**src/sv/mwe_pkg.sv**
```systemverilog
package mwe_pkg;

   // Width of the wait registers and of the settle counter.
   localparam int WAIT_BITS = 8;

   // Width of the register index on the configuration port.
   localparam int CSR_INDEX_BITS = 8;

   // Register indexes on the configuration port.
   localparam logic [CSR_INDEX_BITS-1:0] REG_SETTLE_TICKS     = 8'd0;
   localparam logic [CSR_INDEX_BITS-1:0] REG_WRITE_WAIT_TICKS = 8'd1;

   // Register values after reset.
   localparam logic [WAIT_BITS-1:0] SETTLE_TICKS_RESET     = 8'd1;
   localparam logic [WAIT_BITS-1:0] WRITE_WAIT_TICKS_RESET = 8'd15;

   // Start bit and opcode that open each frame.
   localparam logic [2:0] HDR_READ  = 3'b110;
   localparam logic [2:0] HDR_WRITE = 3'b101;
   localparam logic [2:0] HDR_EWXX  = 3'b100;

   // Extra opcode bits that tell write enable from write disable.
   localparam logic [1:0] EWEN_SUBCODE = 2'b11;

   // Number of flag bits at the bottom of a result beat.
   localparam int RSP_FLAG_BITS = 6;

   typedef enum logic {
      KIND_START = 1'b0,
      KIND_TICK  = 1'b1
   } item_kind_type;

   typedef enum logic [1:0] {
      OP_READ  = 2'd0,
      OP_WRITE = 2'd1,
      OP_EWEN  = 2'd2,
      OP_EWDS  = 2'd3
   } op_type;

   typedef enum logic [2:0] {
      PH_IDLE   = 3'b001,
      PH_SHIFT  = 3'b010,
      PH_SETTLE = 3'b100
   } phase_type;

   // Classified item as it sits in the queue, next to its frame word.
   typedef struct packed {
      item_kind_type kind;
      op_type        op;
      logic          miso;
   } ctl_type;

   // Wait registers as seen by the sequencer.
   typedef struct packed {
      logic [WAIT_BITS-1:0] settle_ticks;
      logic [WAIT_BITS-1:0] write_wait_ticks;
   } cfg_type;

   // Result flags, chip_select in the lowest bit.
   typedef struct packed {
      logic rdata_valid;
      logic refused;
      logic busy_res;
      logic clock_pulse;
      logic mosi;
      logic chip_select;
   } rsp_flags_type;

endpackage

```
**src/sv/mwe_front.sv**
```systemverilog
module mwe_front
   import mwe_pkg::*;
#(
   parameter int ADDR_BITS = 7,
   parameter int DATA_BITS = 8
) (
   input  logic clock,
   input  logic reset,
   input  logic req_tvalid,
   output logic req_tready,
   // Fields from bit 0 up: op, addr, wdata, miso, zero fill.
   input  logic [((3 + ADDR_BITS + DATA_BITS + 7) / 8) * 8 - 1:0] req_tdata,
   // Fields from bit 0 up: cmd.
   input  logic req_tuser,
   output logic q_valid,
   input  logic q_ready,
   output ctl_type q_ctl,
   output logic [3 + ADDR_BITS + DATA_BITS - 1:0] q_frame
);

   localparam int FRAME_BITS = 3 + ADDR_BITS + DATA_BITS;
   localparam int WDATA_LSB  = 2 + ADDR_BITS;
   localparam int MISO_BIT   = 2 + ADDR_BITS + DATA_BITS;

   ctl_type                 dec_ctl;
   logic [FRAME_BITS-1:0]   dec_frame;
   logic [ADDR_BITS-1:0]    dec_addr;
   logic [DATA_BITS-1:0]    dec_wdata;

   ctl_type                 ctl_ff   [2];
   logic [FRAME_BITS-1:0]   frame_ff [2];
   logic                    wr_ptr_ff, wr_ptr_in;
   logic                    rd_ptr_ff, rd_ptr_in;
   logic [1:0]              count_ff, count_in;
   logic                    push, pop;

   // Classify the beat and build the serial frame, left aligned.
   assign dec_addr  = req_tdata[2 +: ADDR_BITS];
   assign dec_wdata = req_tdata[WDATA_LSB +: DATA_BITS];

   always_comb begin
      dec_ctl.kind = item_kind_type'(req_tuser);
      dec_ctl.op   = op_type'(req_tdata[1:0]);
      dec_ctl.miso = req_tdata[MISO_BIT];
      unique case (dec_ctl.op)
         OP_READ:  dec_frame = {HDR_READ, dec_addr, {DATA_BITS{1'b0}}};
         OP_WRITE: dec_frame = {HDR_WRITE, dec_addr, dec_wdata};
         OP_EWEN:  dec_frame = {HDR_EWXX, EWEN_SUBCODE, {(ADDR_BITS - 2 + DATA_BITS){1'b0}}};
         default:  dec_frame = {HDR_EWXX, {(ADDR_BITS + DATA_BITS){1'b0}}};
      endcase
   end

   // Two-entry queue toward the sequencer.
   assign req_tready = (count_ff != 2'd2);
   assign push       = req_tvalid && req_tready;
   assign q_valid    = (count_ff != 2'd0);
   assign pop        = q_valid && q_ready;
   assign q_ctl      = ctl_ff[rd_ptr_ff];
   assign q_frame    = frame_ff[rd_ptr_ff];

   always_comb begin
      wr_ptr_in = push ? ~wr_ptr_ff : wr_ptr_ff;
      rd_ptr_in = pop ? ~rd_ptr_ff : rd_ptr_ff;
      count_in  = count_ff + 2'(push) - 2'(pop);
   end

   always_ff @(posedge clock) begin
      if (reset) begin
         wr_ptr_ff <= 1'b0;
         rd_ptr_ff <= 1'b0;
         count_ff  <= 2'd0;
      end else begin
         wr_ptr_ff <= wr_ptr_in;
         rd_ptr_ff <= rd_ptr_in;
         count_ff  <= count_in;
      end
   end

   always_ff @(posedge clock) begin
      if (push) begin
         ctl_ff[wr_ptr_ff]   <= dec_ctl;
         frame_ff[wr_ptr_ff] <= dec_frame;
      end
   end

`ifndef SYNTHESIS
   // The fill level never passes the queue depth.
   assert property (@(posedge clock) disable iff (reset) count_ff <= 2'd2)
      else $error("front queue over full");

   // Pointers that differ mean exactly one entry is held.
   assert property (@(posedge clock) disable iff (reset)
      (wr_ptr_ff != rd_ptr_ff) |-> (count_ff == 2'd1))
      else $error("front queue pointers and count disagree");

   // With both slots taken no further beat is accepted.
   assert property (@(posedge clock) disable iff (reset)
      (count_ff == 2'd2) |-> !push)
      else $error("push into a full front queue");
`endif

endmodule

```
**src/sv/mwe_back.sv**
```systemverilog
module mwe_back
   import mwe_pkg::*;
#(
   parameter int ADDR_BITS = 7,
   parameter int DATA_BITS = 8
) (
   input  logic clock,
   input  logic reset,
   input  cfg_type cfg,
   input  logic q_valid,
   output logic q_ready,
   input  ctl_type q_ctl,
   input  logic [3 + ADDR_BITS + DATA_BITS - 1:0] q_frame,
   output logic rsp_tvalid,
   input  logic rsp_tready,
   // Fields from bit 0 up: chip_select, mosi, clock_pulse, busy_res,
   // refused, rdata_valid, rdata, zero fill.
   output logic [((RSP_FLAG_BITS + DATA_BITS + 7) / 8) * 8 - 1:0] rsp_tdata
);

   localparam int HDR_BITS   = 3 + ADDR_BITS;
   localparam int FRAME_BITS = HDR_BITS + DATA_BITS;
   localparam int CNT_BITS   = $clog2(FRAME_BITS + 1);
   localparam int RSP_BITS   = ((RSP_FLAG_BITS + DATA_BITS + 7) / 8) * 8;

   localparam logic [CNT_BITS-1:0] HDR_LEN   = CNT_BITS'(HDR_BITS);
   localparam logic [CNT_BITS-1:0] FRAME_LEN = CNT_BITS'(FRAME_BITS);

   phase_type              phase_ff, phase_in;
   logic [CNT_BITS-1:0]    bit_cnt_ff, bit_cnt_in;
   logic [FRAME_BITS-1:0]  shift_ff, shift_in;
   logic [DATA_BITS-1:0]   in_shift_ff, in_shift_in;
   logic [WAIT_BITS-1:0]   wait_ff, wait_in;
   op_type                 op_ff, op_in;

   logic                   rsp_valid_ff, rsp_valid_in;
   rsp_flags_type          rsp_flags_ff, flags;
   logic [DATA_BITS-1:0]   rsp_rdata_ff, rdata;

   logic                   pop;
   logic [CNT_BITS-1:0]    frame_len;
   logic [CNT_BITS-1:0]    cnt_next;

   // An item is taken whenever the result register is free or drains now.
   assign q_ready = !rsp_valid_ff || rsp_tready;
   assign pop     = q_valid && q_ready;

   assign frame_len = ((op_ff == OP_READ) || (op_ff == OP_WRITE)) ? FRAME_LEN : HDR_LEN;
   assign cnt_next  = bit_cnt_ff + 1'b1;

   // Sequencer step for one item.
   always_comb begin
      phase_in    = phase_ff;
      bit_cnt_in  = bit_cnt_ff;
      shift_in    = shift_ff;
      in_shift_in = in_shift_ff;
      wait_in     = wait_ff;
      op_in       = op_ff;
      flags       = '0;
      rdata       = '0;

      if (q_ctl.kind == KIND_START) begin
         if (phase_ff != PH_IDLE) begin
            flags.refused = 1'b1;
         end else begin
            op_in       = q_ctl.op;
            shift_in    = q_frame;
            in_shift_in = '0;
            bit_cnt_in  = '0;
            wait_in     = '0;
            phase_in    = PH_SHIFT;
         end
      end else begin
         unique case (phase_ff)
            PH_SHIFT: begin
               flags.chip_select = 1'b1;
               flags.clock_pulse = 1'b1;
               flags.mosi        = shift_ff[FRAME_BITS-1];
               shift_in          = {shift_ff[FRAME_BITS-2:0], 1'b0};
               if ((op_ff == OP_READ) && (bit_cnt_ff >= HDR_LEN)) begin
                  in_shift_in = {in_shift_ff[DATA_BITS-2:0], q_ctl.miso};
               end
               bit_cnt_in = cnt_next;
               if (cnt_next == frame_len) begin
                  bit_cnt_in = '0;
                  if (op_ff == OP_READ) begin
                     flags.rdata_valid = 1'b1;
                     rdata             = in_shift_in;
                  end
                  wait_in  = (op_ff == OP_WRITE) ? cfg.write_wait_ticks : cfg.settle_ticks;
                  phase_in = (wait_in == '0) ? PH_IDLE : PH_SETTLE;
               end
            end
            PH_SETTLE: begin
               if (wait_ff != '0) begin
                  wait_in = wait_ff - 1'b1;
               end
               if (wait_in == '0) begin
                  phase_in = PH_IDLE;
               end
            end
            default: begin
               phase_in = PH_IDLE;
            end
         endcase
      end
      flags.busy_res = (phase_in != PH_IDLE);
   end

   assign rsp_valid_in = pop || (rsp_valid_ff && !rsp_tready);

   // Control state of the sequencer and the result register.
   always_ff @(posedge clock) begin
      if (reset) begin
         phase_ff     <= PH_IDLE;
         bit_cnt_ff   <= '0;
         shift_ff     <= '0;
         in_shift_ff  <= '0;
         wait_ff      <= '0;
         op_ff        <= OP_READ;
         rsp_valid_ff <= 1'b0;
      end else begin
         if (pop) begin
            phase_ff    <= phase_in;
            bit_cnt_ff  <= bit_cnt_in;
            shift_ff    <= shift_in;
            in_shift_ff <= in_shift_in;
            wait_ff     <= wait_in;
            op_ff       <= op_in;
         end
         rsp_valid_ff <= rsp_valid_in;
      end
   end

   // Result payload, loaded with each processed item.
   always_ff @(posedge clock) begin
      if (pop) begin
         rsp_flags_ff <= flags;
         rsp_rdata_ff <= rdata;
      end
   end

   assign rsp_tvalid = rsp_valid_ff;
   assign rsp_tdata  = RSP_BITS'({rsp_rdata_ff, rsp_flags_ff});

`ifndef SYNTHESIS
   // While a frame runs the bit count stays inside the frame.
   assert property (@(posedge clock) disable iff (reset)
      (phase_ff == PH_SHIFT) |-> (bit_cnt_ff < frame_len))
      else $error("bit counter ran past the frame");

   // The settle phase is only held with ticks left to wait.
   assert property (@(posedge clock) disable iff (reset)
      (phase_ff == PH_SETTLE) |-> (wait_ff != '0))
      else $error("settle phase with an empty wait counter");

   // A read byte is only shown together with its valid flag.
   assert property (@(posedge clock) disable iff (reset)
      (rsp_valid_ff && (rsp_rdata_ff != '0)) |-> rsp_flags_ff.rdata_valid)
      else $error("read data without valid flag");

   // Outside a frame the counter rests at zero.
   assert property (@(posedge clock) disable iff (reset)
      (phase_ff != PH_SHIFT) |-> (bit_cnt_ff == '0))
      else $error("bit counter not cleared after a frame");
`endif

endmodule

```
**src/sv/microwire_eeprom_master.sv**
```systemverilog
// Microwire master for a byte-organised serial EEPROM. A beat with cmd 0
// starts an operation (read, write, write enable, write disable) on the given
// address and byte; each beat with cmd 1 is one serial bit time and returns
// the chip select, data out and clock pulse levels for that bit, plus the
// busy, refused and read-byte status. A frame is a start bit, two opcode bits
// and the address, followed by the data byte for read and write; after it
// chip select drops and a settle wait of settle_ticks (or write_wait_ticks
// after a write) tick beats runs before the next start is taken. Every
// request beat yields exactly one response beat. The block takes one beat per
// clock while the response side takes results; a stall there holds the flow.
// A two-entry queue decouples request decoding from the bit sequencer, and the
// sequencer updates its state once per beat, so the rate is set by the state
// update and by how fast responses are taken. A request beat is held in a queue
// entry and then in the result register before its response beat is offered.
module microwire_eeprom_master
   import mwe_pkg::*;
#(
   parameter int ADDR_BITS = 7,
   parameter int DATA_BITS = 8
) (
   input  logic clock,
   input  logic reset,
   input  logic req_tvalid,
   output logic req_tready,
   // Fields from bit 0 up: op, addr, wdata, miso, zero fill.
   input  logic [((3 + ADDR_BITS + DATA_BITS + 7) / 8) * 8 - 1:0] req_tdata,
   // Fields from bit 0 up: cmd.
   input  logic req_tuser,
   output logic rsp_tvalid,
   input  logic rsp_tready,
   // Fields from bit 0 up: chip_select, mosi, clock_pulse, busy_res,
   // refused, rdata_valid, rdata, zero fill.
   output logic [((RSP_FLAG_BITS + DATA_BITS + 7) / 8) * 8 - 1:0] rsp_tdata,
   input  logic csr_valid,
   output logic csr_ready,
   input  logic [CSR_INDEX_BITS-1:0] csr_index,
   input  logic [WAIT_BITS-1:0] csr_wdata
);

   localparam int FRAME_BITS = 3 + ADDR_BITS + DATA_BITS;

   logic                   q_valid;
   logic                   q_ready;
   ctl_type                q_ctl;
   logic [FRAME_BITS-1:0]  q_frame;
   cfg_type                cfg_ff, cfg_in;

   // Wait registers; writes to unknown indexes are dropped.
   assign csr_ready = 1'b1;

   always_comb begin
      cfg_in = cfg_ff;
      if (csr_valid && csr_ready) begin
         if (csr_index == REG_SETTLE_TICKS) begin
            cfg_in.settle_ticks = csr_wdata;
         end else if (csr_index == REG_WRITE_WAIT_TICKS) begin
            cfg_in.write_wait_ticks = csr_wdata;
         end
      end
   end

   always_ff @(posedge clock) begin
      if (reset) begin
         cfg_ff.settle_ticks     <= SETTLE_TICKS_RESET;
         cfg_ff.write_wait_ticks <= WRITE_WAIT_TICKS_RESET;
      end else begin
         cfg_ff <= cfg_in;
      end
   end

   mwe_front #(
      .ADDR_BITS (ADDR_BITS),
      .DATA_BITS (DATA_BITS)
   ) u_front (
      .clock      (clock),
      .reset      (reset),
      .req_tvalid (req_tvalid),
      .req_tready (req_tready),
      .req_tdata  (req_tdata),
      .req_tuser  (req_tuser),
      .q_valid    (q_valid),
      .q_ready    (q_ready),
      .q_ctl      (q_ctl),
      .q_frame    (q_frame)
   );

   mwe_back #(
      .ADDR_BITS (ADDR_BITS),
      .DATA_BITS (DATA_BITS)
   ) u_back (
      .clock      (clock),
      .reset      (reset),
      .cfg        (cfg_ff),
      .q_valid    (q_valid),
      .q_ready    (q_ready),
      .q_ctl      (q_ctl),
      .q_frame    (q_frame),
      .rsp_tvalid (rsp_tvalid),
      .rsp_tready (rsp_tready),
      .rsp_tdata  (rsp_tdata)
   );

endmodule

```
**config.mk**
```make
export PLATFORM = sky130hd
export DESIGN_NAME = microwire_eeprom_master
export DESIGN_NICKNAME = d
export VERILOG_FILES = /design/src/sv/mwe_pkg.sv /design/src/sv/mwe_front.sv /design/src/sv/mwe_back.sv /design/src/sv/microwire_eeprom_master.sv
export SDC_FILE = /design/constraint.sdc
export NUM_CORES = 1
export LEC_CHECK = 0
export BUFFER_PORTS_ARGS = -buffer_cell sky130_fd_sc_hd__buf_2
export CAP_MARGIN = 20
export CORE_ASPECT_RATIO = 0.8
export CORE_MARGIN = 5
export CORE_UTILIZATION = 50
export DETAILED_ROUTE_END_ITERATION = 6
export HOLD_SLACK_MARGIN = 0.12
export PLACE_DENSITY = 0.67
export SLEW_MARGIN = 5
export SYNTH_ARGS = -nofsm -noshare
export SYNTH_HDL_FRONTEND = slang
export SYNTH_SLANG_ARGS = --single-unit
```
**constraint.sdc**
```tcl
create_clock -name clock -period 5.2 [get_ports clock]
set_input_delay 1.04 -clock clock [delete_from_list [all_inputs] [get_ports clock]]
set_output_delay 1.04 -clock clock [all_outputs]
set_load 0.01 [all_outputs]
```
; Yosys cells after proc, flatten, opt, wreduce, memory -nomap -nowiden
; Memory sizes are Yosys's and may differ from the RTL's. A register that Yosys moved wholly into a read port is not among the register bits.
; Index checks and enable logic that the tools add are counted.
[totals]
ramBits = 42
in_bits = 46
regBits = 79
elab_cells = 104
out_inout_bits = 19
latchBits = 0
rom_bits = 0
n_memories = 2
[mem_list]
columns = name, depth, word_bits, rd, rd_clocked_by_memory_dff, write_ports, line_no
row1 = u_front.frame_ff, 2, 17, 1, 1, 1, mwe_front.sv:31  ; logic [FRAME_BITS-1:0] frame_ff [2];
row2 = u_front.ctl_ff, 2, 4, 1, 1, 1, mwe_front.sv:30  ; ctl_type ctl_ff [2];
[op_classes]
n_mul = 0
div = 0
n_addsub = 4
shift = 0
bitwise_logic = 5
mux = 35
n_reduce_logical = 24
magnitude_cmp = 1
n_eq_ne = 14
[ops]
columns = cell, count
row1 = $mux W8, 10
row2 = $mux W18, 3
row3 = $pmux W17 S3, 1
row4 = $mux W5, 5
row5 = $logic_not A8 Y1, 3
row6 = $mux W3, 6
row7 = $pmux W8 S2, 1
row8 = $reduce_and A3 Y1, 4
row9 = $eq A8 B1 Y1 const B, 1
row10 = $mux W1, 8
row11 = $reduce_and A4 Y1, 2
row12 = $reduce_bool A8 Y1, 1
row13 = $sub A8 B1 Y8 const B, 1
row14 = $ne A3 B1 Y1 const B, 2
row15 = $ne A3 B3 Y1 const B, 2
row16 = $pmux W3 S2, 1
row17 = $add A5 B1 Y5 const B, 1
row18 = $eq A5 B5 Y1, 1
row19 = $ge A5 B4 Y1 const B, 1
row20 = $not A1 Y1, 5
row21 = $eq A2 B1 Y1 const B, 2
row22 = $logic_and A1 B1 Y1, 4
row23 = $logic_not A2 Y1, 2
row24 = $ne A2 B2 Y1 const B, 2
row25 = 10 further kinds, 14

; Depth between registers and ports, before layout
[depth]
ltp_word = 9
ltp_mapped = 9
ltp_nobuf = 9

; Cells and area by module
; From an unflattened synthesis, not the netlist that was laid out.
[unflattened]
cells_unflattened = 554
hier_area_um2 = 5841.9
[by_module_without_submodules]
columns = mod, n_inst, seq_area_each_um2, area_per_inst_um2, cells_each
row1 = mwe_back, 1, 1291.2, 3239.4, 366
row2 = mwe_front, 1, 1361.3, 1895.6, 117
row3 = microwire_eeprom_master, 1, 320.3, 706.9, 71

; Worst setup path before layout
; OpenSTA, ideal clock, no wires.
[synth_timing]
kind = input to register
from = in rsp_tready
to = reg u_front.count_ff[1]
path_stages = 9
setup_slack_ns = 2.300
t_arrival_ns = 2.772
path_cell_list = nand2b_1 > o21ai_0 > clkinv_1 > ha_1 > inv_1 > ha_1 > xor2_1 > xnor2_1 > nor2_1
[synth_between]
elab_chain_len = 3
[synth_rtl]
columns = element, line_no
row1 = start: declaration, microwire_eeprom_master.sv:30  ; input logic rsp_tready,
row2 = $logic_or A1 B1 Y1, mwe_back.sv:45  ; assign q_ready = !rsp_valid_ff || rsp_tready;
row3 = $logic_and A1 B1 Y1, -
row4 = net u_back.pop, mwe_back.sv:40  ; logic pop;
row5 = $sub A2 B1 Y2, mwe_front.sv:64  ; count_in = count_ff + 2'(push) - 2'(pop);
row6 = end signal: assignment, mwe_front.sv:75  ; count_ff <= count_in;
row7 = end: declaration, mwe_front.sv:34  ; logic [1:0] count_ff, count_in;
; The timed path passes the listed nets, and every way through them passes these cells.
; A chain may end at the register's enable or synchronous reset.

==> results.yml <==
die:
  core_region_area_mm2: 0.0109
  floorplan.die.width_um: 129
  placement_rows: 34
  floorplan.die_area_mm2: 0.0135
  top_level_ports: 65
  dieHeight_um: 105
  initial_core_util_pct: 51.5
synthesis:
  synth_cell_type_count: 60
  synth_top_flop_cell: "dfxtp_1"
  synth_seq_area_share_pct: 52.8
  number_of_instances_in_the_synthesized_netlist: 549
  synth_enable_flop_cells: 55
  post_synth.cell_area_avg_um2: 10.3
  ys_async_sr_fraction_pct: 0
  ys.warnings.count: 0
  postSynthRegisterBits: 121
  synth_area_mm2: 0.00563
pwr:
  leakage_nw: 2.56
  pwr_density_cell_mw_per_mm2: 505
  fin_total_pwr_mw: 3.34
  peakVddDrop_v: 0.000286
global_route:
  grt_start_max_net_pins: 59
  grt_util_overall_pct: 18.0
  number_of_antenna_violations_at_the_first_check_in_global_routing: 0
  first_global_vias: 3874
  grt_first_pass_wirelength_um: 19400
  gr-total-overflow: 0
sta:
  unrepaired_setup_endpoints_after_global_routing: "false"
  fin_skew_ps: 7.15
  setup_viol_count_final: 0
  tns_ps: 0
  report.final.slew_viol_count: 0
  layout_min_cycle_time_ps: 2950
  layout_setup_ws_ps: 2250
  worstMarginPinSlew_ps: 1090
  achievable-frequency_mhz: 339
  final_min_period_over_clock_period_pct: 56.7
  final-hold-violation-count: 0
  timing.max_slew.rel_slack_pct: 27.0
placement:
  buffer_ports.inserted: 55
  post-place-ws_ps: 2210
  dp.final_hpwl_um: 7690
  dp.cells: 722
  place.gp.congestion: 0.880
setup_path:
  crit_start_category: "flip-flop"
  critical_path_peak_fanout: 22
  end_kind: "flip-flop"
  critPathMaxStageDelay_ps: 650
  cp.arrival_ps: 3270
  critical_path_class: "flip-flop to flip-flop"
  crit_path_cell_trace: "buf_4, mux2_2, nor4_2, nand2b_1, o211ai_1, a21oi_1"
  critical_path.slowest_cell: "nand2b_1"
  cp.required_ps: 5520
drt:
  drt_wl_total_um: 11700
  drtPass1Iterations: 5
  drt_drc_violations_left: 0
  detail-route-antenna-nets: 0
  drt_iter0_drc: 299
  maxUsedRoutingLayer: "met4"
  route.detailed.wl_per_inst_um: 15.6
  route.met3.wl_um: 710
  wl_met2_um: 5620
  vias: 4192
  wl_met1_um: 5240
  drt-vias-per-instance: 5.56
cells_and_area:
  area_growth_from_synthesis_to_layout_pct: 17.6
  num-fill-cells: 924
  drive_gt1_share_pct: 17.9
  layout.cells.non_filler: 754
  layout_common_cells: "66 x dfxtp_1, 61 x nand2_1, 59 x mux2i_1"
  n_antenna_cell: 0
  final_stage_net_count: 649
  final_common_cell: "dfxtp_1"
cts:
  cts_hold_repair.buffers: 0
  clk_transition_reported_paths_ps: 60
  ctsLongestPathBuffers: 2
  h-tree-depth: 4
  clock_insertion_delay_worst_skew_ps: 410
  total_clock_buffers_created_by_cts: 17
  cts-resized-gates: 0
  tritoncts: "built"
  ctsRootBufferMaster: "clkbuf_16"
  cts.repair_timing.setup_buffer_count: 0
  cts_num_sinks: 121
flow_run:
  cap_viol_max_count: 0
hold_path:
  timing.hold.worst.class: "flip-flop to flip-flop"
status:
  status: "finished clean"
[power breakdown]
part           total (mW)  switching [mW]  internal [mW]
logic               0.843           0.521          0.322
clock network        1.25           0.432          0.819
registers            1.25          0.0733           1.18
[cells by family (layout without fill, tap and decap cells)]
family                     Yosys count  in the layout  share of synthesized area [%]
and+or+nand+nor                    196            196                           17.0
DFF                                121            121                           52.8
AOI/OAI and AO/OA                  105            105                           12.3
muxes                               65             65                           11.7
buffers and inverters               47            107                           3.66
xor gates and xnor gates             7              7                           1.09
adders and majority gates            6              6                           1.33
other                                2              3                          0.133
[worst paths after layout]
| path | start | end | slack, ps | cells past startpoint |
|---|---|---|---|---|
| worst min register to register | u_back.shift_ff[11] | u_back.shift_ff[11] | 460 | 2 |
| worst max-delay path | flip-flop | u_back.shift_ff[9] | 2250 | 6 |
| worst max register to register | flip-flop | u_back.shift_ff[9] | 2250 | 6 |
| worst min-delay path | u_back.shift_ff[11] | u_back.shift_ff[11] | 460 | 2 |
[through the flow]
stage / hold slack, ps / utilization (%) / area [um2]
CTS: 457 / 60.6 / 6630
floorplan: 436 / - / 5640
global placement: 442 / 54.8 / 5990
finish: 456 / 60.6 / 6630
global route: 470 / 60.6 / 6630
detailed placement: 449 / 54.8 / 5990
[registers in the layout, indices dropped and copies added (netlist names), 2 cells and up, named ones only]
| name | cells |
|---|---|
| u_back.rsp_tdata | 5 |
| u_back.phase_ff | 3 |
| u_back.shift_ff | 18 |
| u_back.wait_ff | 8 |
| cfg_ff | 16 |
| u_back.in_shift_ff | 8 |
| u_back.bit_cnt_ff | 5 |
| u_back.op_ff | 2 |
| u_front.ctl_ff | 8 |
| u_front.count_ff | 2 |
| u_back.rsp_rdata_ff | 8 |
| u_front.frame_ff | 34 |
[critical path: cells and delay by family (launching register included)]
| kind | cells | cell delay (ps) |
|---|---|---|
| simple gates | 2 | 1290 |
| flops | 1 | 320 |
| mux | 1 | 480 |
| compound gates | 2 | 400 |
| buf+inv | 1 | 350 |
[routing by layer]
| layer | GRT usage (%) | vias to the layer above |
|---|---|---|
| met5 | 0 | - |
| met1 | 24.3 | 1961 |
| met4 | 6.52 | 0 |
| li1 | - | 2088 |
| met3 | 5.46 | 15 |
| met2 | 27.6 | 128 |
[Yosys cell counts (all sizes together) (4+ instances only)]
cell type | n | area share (%)
inv | 14 | 0.93
nor2 | 54 | 3.6
ha | 6 | 1.3
nand3 | 12 | 1.1
a21oi | 30 | 2.7
xnor2 | 4 | 0.62
mux2 | 5 | 1.0
a22oi | 9 | 1.2
nor3 | 8 | 0.71
mux2i | 60 | 11
nor4 | 8 | 1.1
or3b | 4 | 0.67
and2 | 13 | 1.4
edfxtp | 55 | 29
nor2b | 14 | 1.6
o211ai | 21 | 2.8
a31oi | 7 | 0.78
clkbuf | 22 | 1.5
buf | 10 | 1.2
a211oi | 4 | 0.53
o21ai | 13 | 1.2
or4 | 6 | 0.87
dfxtp | 66 | 23
nand2 | 61 | 4.1
[cell type report]
type	instances	area [um2]	area share (%)
well taps	144	180	2.72
flip-flops and latches	121	2970	44.9
repair buffers	60	313	4.72
multi-input cells	382	2470	37.3
inverters	15	56.3	0.850
clock buffers	19	443	6.68
clock inverters	13	191	2.89
No activity file was read; power rests on OpenSTA's default activity.
